File: src/sv/owm_pkg.sv
// Shared types, codes and timing constants of the 1-Wire bus master.
package owm_pkg;

    localparam int DUR_W     = 10;
    localparam int CFG_IDX_W = 4;
    localparam int NUM_REGS  = 8;
    localparam int REG_IDX_W = $clog2(NUM_REGS);

    // Function codes of an input beat
    localparam logic [1:0] FUNC_TICK  = 2'd0;
    localparam logic [1:0] FUNC_RESET = 2'd1;
    localparam logic [1:0] FUNC_WRITE = 2'd2;
    localparam logic [1:0] FUNC_READ  = 2'd3;

    // Configuration register indexes
    localparam logic [REG_IDX_W-1:0] REG_RESET_LOW   = 3'd0;
    localparam logic [REG_IDX_W-1:0] REG_PRES_SAMPLE = 3'd1;
    localparam logic [REG_IDX_W-1:0] REG_RESET_REC   = 3'd2;
    localparam logic [REG_IDX_W-1:0] REG_READ_LOW    = 3'd3;
    localparam logic [REG_IDX_W-1:0] REG_READ_SAMPLE = 3'd4;
    localparam logic [REG_IDX_W-1:0] REG_READ_REC    = 3'd5;
    localparam logic [REG_IDX_W-1:0] REG_WR_ONE_LOW  = 3'd6;
    localparam logic [REG_IDX_W-1:0] REG_WR_ZERO_LOW = 3'd7;

    // Reset values of the timing registers, in microseconds
    localparam logic [DUR_W-1:0] RST_RESET_LOW   = 10'd485;
    localparam logic [DUR_W-1:0] RST_PRES_SAMPLE = 10'd65;
    localparam logic [DUR_W-1:0] RST_RESET_REC   = 10'd500;
    localparam logic [DUR_W-1:0] RST_READ_LOW    = 10'd2;
    localparam logic [DUR_W-1:0] RST_READ_SAMPLE = 10'd13;
    localparam logic [DUR_W-1:0] RST_READ_REC    = 10'd45;
    localparam logic [DUR_W-1:0] RST_WR_ONE_LOW  = 10'd3;
    localparam logic [DUR_W-1:0] RST_WR_ZERO_LOW = 10'd65;
    localparam logic [DUR_W-1:0] WRITE_GAP_TIME  = 10'd5;

    // Queue between front and back
    localparam int Q_DEPTH = 4;
    localparam int Q_PTR_W = $clog2(Q_DEPTH);
    localparam int Q_CNT_W = $clog2(Q_DEPTH + 1);

    typedef struct packed {
        logic [1:0] func;
        logic [7:0] data_byte;
        logic       line_level;
    } t_in_beat;

    typedef struct packed {
        logic       drive_low;
        logic       busy_res;
        logic       done_res;
        logic [7:0] read_byte;
        logic       no_presence;
        logic       rejected;
    } t_out_beat;

    // Classified item handed from front to back
    typedef struct packed {
        logic       is_tick;
        logic [1:0] func;
        logic [7:0] data_byte;
        logic       line_level;
    } t_item;

    typedef struct packed {
        logic full;
        logic empty;
    } t_q_stat;

endpackage

File: src/sv/owm_front.sv
// Front stage: accepts input beats, classifies them and feeds the queue.
module owm_front (
    input  logic              i_clk,
    input  logic              i_rst_n,
    input  logic              i_in_valid,
    output logic              o_in_ready,
    input  owm_pkg::t_in_beat i_in_data,
    input  owm_pkg::t_q_stat  i_q_stat,
    output logic              o_push,
    output owm_pkg::t_item    o_item
);
    import owm_pkg::*;

    logic  r_valid;
    t_item r_item;
    logic  w_take;

    assign o_push     = r_valid && !i_q_stat.full;
    assign o_in_ready = !r_valid || !i_q_stat.full;
    assign w_take     = i_in_valid && o_in_ready;
    assign o_item     = r_item;

    // Hold valid until the queue takes the item
    always_ff @(posedge i_clk) begin
        if (!i_rst_n) begin
            r_valid <= 1'b0;
        end else if (w_take) begin
            r_valid <= 1'b1;
        end else if (o_push) begin
            r_valid <= 1'b0;
        end
    end

    // Classify and capture the beat
    always_ff @(posedge i_clk) begin
        if (w_take) begin
            r_item.is_tick    <= (i_in_data.func == FUNC_TICK);
            r_item.func       <= i_in_data.func;
            r_item.data_byte  <= i_in_data.data_byte;
            r_item.line_level <= i_in_data.line_level;
        end
    end

endmodule

File: src/sv/owm_queue.sv
// Short FIFO of classified items between front and back.
module owm_queue (
    input  logic             i_clk,
    input  logic             i_rst_n,
    input  logic             i_push,
    input  owm_pkg::t_item   i_item,
    input  logic             i_pop,
    output owm_pkg::t_item   o_item,
    output owm_pkg::t_q_stat o_stat
);
    import owm_pkg::*;

    t_item                r_mem [Q_DEPTH];
    logic [Q_PTR_W-1:0]   r_wr_ptr;
    logic [Q_PTR_W-1:0]   r_rd_ptr;
    logic [Q_CNT_W-1:0]   r_count;
    logic                 w_push;
    logic                 w_pop;

    assign o_stat.full  = (r_count == Q_CNT_W'(Q_DEPTH));
    assign o_stat.empty = (r_count == '0);
    assign w_push       = i_push && !o_stat.full;
    assign w_pop        = i_pop && !o_stat.empty;
    assign o_item       = r_mem[r_rd_ptr];

    // Store pushed items
    always_ff @(posedge i_clk) begin
        if (w_push) begin
            r_mem[r_wr_ptr] <= i_item;
        end
    end

    // Advance pointers and occupancy
    always_ff @(posedge i_clk) begin
        if (!i_rst_n) begin
            r_wr_ptr <= '0;
            r_rd_ptr <= '0;
            r_count  <= '0;
        end else begin
            if (w_push) begin
                r_wr_ptr <= r_wr_ptr + 1'b1;
            end
            if (w_pop) begin
                r_rd_ptr <= r_rd_ptr + 1'b1;
            end
            case ({w_push, w_pop})
                2'b10:   r_count <= r_count + 1'b1;
                2'b01:   r_count <= r_count - 1'b1;
                default: r_count <= r_count;
            endcase
        end
    end

endmodule

File: src/sv/owm_back.sv
// Back stage: timing registers, bus sequencer and the result register.
module owm_back (
    input  logic                             i_clk,
    input  logic                             i_rst_n,
    input  logic                             i_cfg_we,
    input  logic [owm_pkg::CFG_IDX_W-1:0]    i_cfg_index,
    input  logic [owm_pkg::DUR_W-1:0]        i_cfg_data,
    input  owm_pkg::t_q_stat                 i_q_stat,
    input  owm_pkg::t_item                   i_item,
    output logic                             o_pop,
    output logic                             o_out_valid,
    input  logic                             i_out_ready,
    output owm_pkg::t_out_beat               o_out_data
);
    import owm_pkg::*;

    typedef enum logic [3:0] {
        PH_IDLE, PH_RST_LOW, PH_RST_WAIT, PH_RST_REC,
        PH_RD_LOW, PH_RD_WAIT, PH_RD_REC,
        PH_WR_LOW, PH_WR_HIGH, PH_WR_GAP
    } t_phase;

    logic [DUR_W-1:0] r_cfg [NUM_REGS];

    t_phase           r_phase, n_phase;
    logic [DUR_W-1:0] r_count, n_count;
    logic [2:0]       r_bit, n_bit;
    logic [7:0]       r_shift, n_shift;
    logic [7:0]       r_last_read, n_last_read;
    logic             r_absent, n_absent;
    logic             r_out_valid, n_out_valid;
    t_out_beat        r_out, n_out;

    logic [DUR_W-1:0] w_dur;
    logic [DUR_W:0]   w_count_inc;
    logic             w_end;
    logic             w_cur_bit;
    logic             w_done;
    logic             w_rej;

    assign o_pop       = !i_q_stat.empty && (!r_out_valid || i_out_ready);
    assign o_out_valid = r_out_valid;
    assign o_out_data  = r_out;

    // Timing register file
    always_ff @(posedge i_clk) begin
        if (!i_rst_n) begin
            r_cfg[REG_RESET_LOW]   <= RST_RESET_LOW;
            r_cfg[REG_PRES_SAMPLE] <= RST_PRES_SAMPLE;
            r_cfg[REG_RESET_REC]   <= RST_RESET_REC;
            r_cfg[REG_READ_LOW]    <= RST_READ_LOW;
            r_cfg[REG_READ_SAMPLE] <= RST_READ_SAMPLE;
            r_cfg[REG_READ_REC]    <= RST_READ_REC;
            r_cfg[REG_WR_ONE_LOW]  <= RST_WR_ONE_LOW;
            r_cfg[REG_WR_ZERO_LOW] <= RST_WR_ZERO_LOW;
        end else if (i_cfg_we && (i_cfg_index < CFG_IDX_W'(NUM_REGS))) begin
            r_cfg[i_cfg_index[$clog2(NUM_REGS)-1:0]] <= i_cfg_data;
        end
    end

    // Pick the duration of the running phase
    assign w_cur_bit = r_shift[r_bit];
    always_comb begin
        case (r_phase)
            PH_RST_LOW:  w_dur = r_cfg[REG_RESET_LOW];
            PH_RST_WAIT: w_dur = r_cfg[REG_PRES_SAMPLE];
            PH_RST_REC:  w_dur = r_cfg[REG_RESET_REC];
            PH_RD_LOW:   w_dur = r_cfg[REG_READ_LOW];
            PH_RD_WAIT:  w_dur = r_cfg[REG_READ_SAMPLE];
            PH_RD_REC:   w_dur = r_cfg[REG_READ_REC];
            PH_WR_LOW:   w_dur = w_cur_bit ? r_cfg[REG_WR_ONE_LOW] : r_cfg[REG_WR_ZERO_LOW];
            PH_WR_HIGH:  w_dur = w_cur_bit ? r_cfg[REG_WR_ZERO_LOW] : r_cfg[REG_WR_ONE_LOW];
            PH_WR_GAP:   w_dur = WRITE_GAP_TIME;
            default:     w_dur = DUR_W'(1);
        endcase
    end

    // A zero duration ends on the first tick, like one
    assign w_count_inc = {1'b0, r_count} + 1'b1;
    assign w_end       = (w_count_inc >= {1'b0, w_dur});

    // Sequencer next state for the popped item
    always_comb begin
        n_phase     = r_phase;
        n_count     = r_count;
        n_bit       = r_bit;
        n_shift     = r_shift;
        n_last_read = r_last_read;
        n_absent    = r_absent;
        w_done      = 1'b0;
        w_rej       = 1'b0;
        if (i_item.is_tick) begin
            if (r_phase != PH_IDLE) begin
                if (!w_end) begin
                    n_count = w_count_inc[DUR_W-1:0];
                end else begin
                    n_count = '0;
                    case (r_phase)
                        PH_RST_LOW:  n_phase = PH_RST_WAIT;
                        PH_RST_WAIT: begin
                            n_absent = i_item.line_level;
                            n_phase  = PH_RST_REC;
                        end
                        PH_RST_REC: begin
                            n_phase = PH_IDLE;
                            w_done  = 1'b1;
                        end
                        PH_RD_LOW:   n_phase = PH_RD_WAIT;
                        PH_RD_WAIT: begin
                            n_shift[r_bit] = r_shift[r_bit] | i_item.line_level;
                            n_phase        = PH_RD_REC;
                        end
                        PH_RD_REC: begin
                            if (r_bit == 3'd7) begin
                                n_last_read = r_shift;
                                n_phase     = PH_IDLE;
                                w_done      = 1'b1;
                            end else begin
                                n_bit   = r_bit + 1'b1;
                                n_phase = PH_RD_LOW;
                            end
                        end
                        PH_WR_LOW:   n_phase = PH_WR_HIGH;
                        PH_WR_HIGH:  n_phase = PH_WR_GAP;
                        PH_WR_GAP: begin
                            if (r_bit == 3'd7) begin
                                n_phase = PH_IDLE;
                                w_done  = 1'b1;
                            end else begin
                                n_bit   = r_bit + 1'b1;
                                n_phase = PH_WR_LOW;
                            end
                        end
                        default:     n_phase = PH_IDLE;
                    endcase
                end
            end
        end else if (r_phase != PH_IDLE) begin
            w_rej = 1'b1;
        end else begin
            n_count = '0;
            n_bit   = '0;
            case (i_item.func)
                FUNC_RESET: n_phase = PH_RST_LOW;
                FUNC_WRITE: begin
                    n_shift = i_item.data_byte;
                    n_phase = PH_WR_LOW;
                end
                default: begin
                    n_shift = '0;
                    n_phase = PH_RD_LOW;
                end
            endcase
        end
    end

    // Build the result beat and its valid
    always_comb begin
        n_out.drive_low   = (n_phase == PH_RST_LOW) || (n_phase == PH_RD_LOW) ||
                            (n_phase == PH_WR_LOW);
        n_out.busy_res    = (n_phase != PH_IDLE);
        n_out.done_res    = w_done;
        n_out.read_byte   = n_last_read;
        n_out.no_presence = n_absent;
        n_out.rejected    = w_rej;
        if (o_pop) begin
            n_out_valid = 1'b1;
        end else if (i_out_ready) begin
            n_out_valid = 1'b0;
        end else begin
            n_out_valid = r_out_valid;
        end
    end

    // Hold state and the registered result
    always_ff @(posedge i_clk) begin
        if (!i_rst_n) begin
            r_phase     <= PH_IDLE;
            r_count     <= '0;
            r_bit       <= '0;
            r_shift     <= '0;
            r_last_read <= '0;
            r_absent    <= 1'b0;
            r_out_valid <= 1'b0;
        end else begin
            r_out_valid <= n_out_valid;
            if (o_pop) begin
                r_phase     <= n_phase;
                r_count     <= n_count;
                r_bit       <= n_bit;
                r_shift     <= n_shift;
                r_last_read <= n_last_read;
                r_absent    <= n_absent;
            end
        end
        if (o_pop) begin
            r_out <= n_out;
        end
    end

endmodule

File: src/sv/onewire_bus_master_unit.sv
// Top level of the 1-Wire bus master: front stage, item queue and sequencer.
//
// Every input beat (a one-microsecond tick or a reset/write/read command)
// yields exactly one result beat. While the output is not stalled, the block
// sustains one beat per clock: the front register, a four-entry queue and the
// back sequencer each take one item per cycle, and the phase counter does one
// increment and compare per tick. A result beat passes the front register,
// the queue and the result register. Input and output stall on their own;
// the queue absorbs a stalled output for a few beats before input ready drops.
// Timing registers are to be written through the plain write port while no
// beat is in flight (not enforced here); indexes above seven are ignored.
module onewire_bus_master_unit (
    input  logic                          i_clk,
    input  logic                          i_rst_n,
    input  logic                          i_in_valid,
    output logic                          o_in_ready,
    input  owm_pkg::t_in_beat             i_in_data,
    output logic                          o_out_valid,
    input  logic                          i_out_ready,
    output owm_pkg::t_out_beat            o_out_data,
    input  logic                          i_cfg_we,
    input  logic [owm_pkg::CFG_IDX_W-1:0] i_cfg_index,
    input  logic [owm_pkg::DUR_W-1:0]     i_cfg_data
);
    import owm_pkg::*;

    t_q_stat w_q_stat;
    t_item   w_front_item;
    t_item   w_head_item;
    logic    w_push;
    logic    w_pop;

    owm_front u_front (
        .i_clk      (i_clk),
        .i_rst_n    (i_rst_n),
        .i_in_valid (i_in_valid),
        .o_in_ready (o_in_ready),
        .i_in_data  (i_in_data),
        .i_q_stat   (w_q_stat),
        .o_push     (w_push),
        .o_item     (w_front_item)
    );

    owm_queue u_queue (
        .i_clk   (i_clk),
        .i_rst_n (i_rst_n),
        .i_push  (w_push),
        .i_item  (w_front_item),
        .i_pop   (w_pop),
        .o_item  (w_head_item),
        .o_stat  (w_q_stat)
    );

    owm_back u_back (
        .i_clk       (i_clk),
        .i_rst_n     (i_rst_n),
        .i_cfg_we    (i_cfg_we),
        .i_cfg_index (i_cfg_index),
        .i_cfg_data  (i_cfg_data),
        .i_q_stat    (w_q_stat),
        .i_item      (w_head_item),
        .o_pop       (w_pop),
        .o_out_valid (o_out_valid),
        .i_out_ready (i_out_ready),
        .o_out_data  (o_out_data)
    );

endmodule

File: config.mk
export PLATFORM = sky130hd
export DESIGN_NAME = onewire_bus_master_unit
export DESIGN_NICKNAME = d
export VERILOG_FILES = /design/src/sv/owm_pkg.sv /design/src/sv/owm_front.sv /design/src/sv/owm_queue.sv /design/src/sv/owm_back.sv /design/src/sv/onewire_bus_master_unit.sv
export SDC_FILE = /design/constraint.sdc
export NUM_CORES = 1
export LEC_CHECK = 0
export BUFFER_PORTS_ARGS = -buffer_cell sky130_fd_sc_hd__clkbuf_2
export CORE_MARGIN = 2
export CORE_UTILIZATION = 61
export DETAILED_ROUTE_END_ITERATION = 6
export GPL_ROUTABILITY_DRIVEN = 0
export GPL_TIMING_DRIVEN = 0
export HOLD_SLACK_MARGIN = 0.1
export PLACE_DENSITY = 0.79
export SYNTH_ARGS = -nofsm -noshare
export SYNTH_HDL_FRONTEND = slang
export SYNTH_SLANG_ARGS = --single-unit
File: constraint.sdc
create_clock -name i_clk -period 5.2 [get_ports i_clk]
set_input_delay 0.26 -clock i_clk [delete_from_list [all_inputs] [get_ports i_clk]]
set_output_delay 0.26 -clock i_clk [all_outputs]
set_load 0.02 [all_outputs]
==> out/metrics.csv <==
metric,value,unit
status,completed,
min-delay-start,i_out_ready,
ys_ff_latch,198,
fin_tns_setup,0,ns
route.detailed.drc,0,
r2r_start,u_back.r_bit[2],
ys_seq_area_frac,0.590,
routed-via-count,6490,
cts_made_buffers,17,
grt_pass1_vias,6186,
final_area,10500,µm²
diodes,0,
antenna_found_initial,0,
avgSynthCellArea,12.3,µm²
synth_top_area_cell,edfxtp_1,
fin_ws,0.389,ns
rsz0062_at_grt,false,
syn_nets,808,
worst-setup-path-type,reg2reg,
clk_pin_slew,0.08,ns
postCtsSetupBuffers,0,
cp_max_fo,10,
cts_tree,yes,
dp_slack,0.290,ns
grt_pass1_wl,32400,µm
maxCapViolations,0,
setup_viol,0,
drt_wl_total,20500,µm
hold_end,u_back.o_out_valid,
postPlaceCellArea,9770,µm²
worst_pin_slew,1.38,ns
min_path_cells,4,
r2r_cells,15,
io_pins,45,
r2r_setup_slack,0.39,ns
hold-worst-slack,0.118,ns
grt-ovfl-total,0,
drt_iter0_drc,677,
clock_latency,0.44,ns
synth_area_leaders,"edfxtp_1 (49%), dfxtp_1 (9.7%), and2_1 (4.6%)",
critPathCaptureType,flop,
power,5.36,mW
core_area,15000,µm²
start_kind,flop,
die_area,16300,µm²
yosysMostFrequentCell,edfxtp_1,
layout-drive-gt1-share,0.165,
slew_headroom,0.0718,
track_usage,0.260,
cts.path.max_buffers,2,
grt_max_degree,22,
ys.flop_type,edfxtp_1,
timing.final.crit_share,0.925,
max_freq,208,MHz
hold_violations,0,
clock-sinks,198,
cpPeakStageDelay,0.57,ns
critPathTopFamily,compound AO/OA/AOI/OAI gates,
final_max_slew_viol_count,0,
finClkSkew,0.0141,ns
irDropWorstVdd,293,µV
pwr_density_cell,511,nW/µm²
hp-class,in2reg,
p_leak,3.68,nW
arrival,5.13,ns
ant_nets,0,
fp-row-count,45,
final_nets,883,
syn2layout_area_growth,12.7,%
r2r-end,u_back.r_shift[3],
path_buf_inv,2,
critPathSlowestCell,mux2i_2,
hpwl,14200,µm
htree_levels,4,
synth.distinct_cells,64,
numPortBuffers,44,
cp.required,5.52,ns
die-height,128,µm
cts_root_buffer,clkbuf_16,
finalCriticalPeriod,4.81,ns
yosys-top-cells-count,"edfxtp_1 (153), and2_1 (69), dfxtp_1 (45), nor2_1 (45), o21ai_0 (37)",
wl_per_cell,19.9,µm
dieWidth,128,µm
async_flop_share,0,
viasPerCell,6.29,
synth_top_area_frac,0.493,
synth_area,9320,µm²
cp_cell_sequence,"clkbuf_1, or3b_2, o22a_1, nand3_1, mux2i_2, a221oi_1, ha_1, and3_1, a221oi_2, o221a_2, a211oi_1, o21ai_1, clkbuf_1, a21oi_1, o221a_2",
dr.pass1.iters,6,
yosys_warnings,0,
synth_cells,755,
synth-edff-count,153,
start_util,0.620,
[worst max path at each step]
stage | cells past startpoint | slack (ns) | end | from
3_3_place_gp | 15 | 0.47 | u_back.r_shift[6] | u_back.r_bit[2]
5_1_grt | 15 | 0.10 | u_back.r_shift[3] | u_back.r_bit[2]
4_1_cts | 15 | 0.23 | u_back.r_shift[3] | u_back.r_bit[2]
3_5_place_dp | 15 | 0.29 | u_back.r_shift[3] | u_back.r_bit[2]
2_1_floorplan | 14 | 1.13 | u_back.r_count[3] | u_back.r_bit[2]
6_report | 15 | 0.39 | u_back.r_shift[3] | u_back.r_bit[2]
[report_power, final]
part / leakage (nW) / total (mW) / switching (mW) / internal (mW)
Combinational: 1.57 / 2.03 / 1.25 / 0.781
Sequential: 1.82 / 2.02 / 0.0965 / 1.92
Clock: 0.289 / 1.32 / 0.661 / 0.654
Total: 3.68 / 5.36 / 2.01 / 3.36
[per-layer routing]
| layer | GRT usage | part of all wire | routed length (µm) |
|---|---|---|---|
| met1 | 0.368 | 0.43 | 8820 |
| met2 | 0.407 | 0.47 | 9660 |
| met3 | 0.0494 | 0.078 | 1610 |
| met4 | 0.0944 | 0.020 | 403 |
| met5 | 0 | 0 | 0 |
[stage by stage]
stage                     utilization  instances
after global placement          0.650        987
after CTS                       0.697       1030
after floorplan                     -        755
after global routing            0.698       1031
final                           0.698       1031
after detailed placement        0.650        987
[worst reg2reg max path, stage by stage, from the launching register on]
cell,delay (ns)
dfxtp_1,0.32
clkbuf_1,0.20
or3b_2,0.53
o22a_1,0.23
nand3_1,0.22
mux2i_2,0.57
a221oi_1,0.25
ha_1,0.36
and3_1,0.22
a221oi_2,0.25
o221a_2,0.31
a211oi_1,0.13
o21ai_1,0.36
clkbuf_1,0.40
a21oi_1,0.08
o221a_2,0.28
[cell families after synthesis]
group / synth area share
AO/OA/AOI/OAI: 0.104
AND/OR/NAND/NOR: 0.156
XOR/XNOR: 0.0132
buffers and inverters: 0.0228
adder cells (fa/ha/maj): 0.0317
multiplexers: 0.0821
flip-flops: 0.590
[cell usage in the layout (no fill, tap or decap), types with 22 or more instances in the layout]
cell type / netlist / final
or3_1: 29 / 29
o21ai_0: 37 / 32
nor2b_1: 24 / 24
edfxtp_1: 153 / 153
mux2_2: 25 / 25
and2_1: 69 / 69
nor2_1: 45 / 45
dfxtp_1: 45 / 45
ha_1: 22 / 22
clkbuf_2: 0 / 45
clkbuf_1: 30 / 30
nand2_1: 34 / 34
a21oi_1: 28 / 28
[state kept, by name (all words and copies together), names as in the netlist, named ones only]
name / count
u_back.r_cfg: 80
u_queue.r_mem: 48
u_back.o_out_data: 13
u_front.o_item: 12
u_back.r_count: 10
u_back.r_last_read: 8
u_back.r_shift: 8
u_back.r_phase: 4
u_back.r_bit: 3
u_queue.r_count: 3
u_queue.r_rd_ptr: 2
u_queue.r_wr_ptr: 2
u_back.o_out_valid: 1
u_back.r_absent: 1
u_front.r_valid: 1
[timing repair]
| action | in CTS | in global routing |
|---|---|---|
| hold endpoints to repair | 12 | 0 |
| hold buffers | 11 | 0 |
| resized for setup | 0 | 4 |
| endpoints found under the setup margin | 0 | 6 |
[layout make-up]
cell class                      count  area [µm²]
Fill cell                        1027        4540
Clock buffer                       18         429
Sequential cell                   198        5500
Multi-Input combinational cell    503        3610
Tap cell                          188         235
Inverter                           17        63.8
Timing Repair Buffer               56         338
Buffer                             37         150
Clock inverter                     14         171
(Power assumes the default switching activity.)
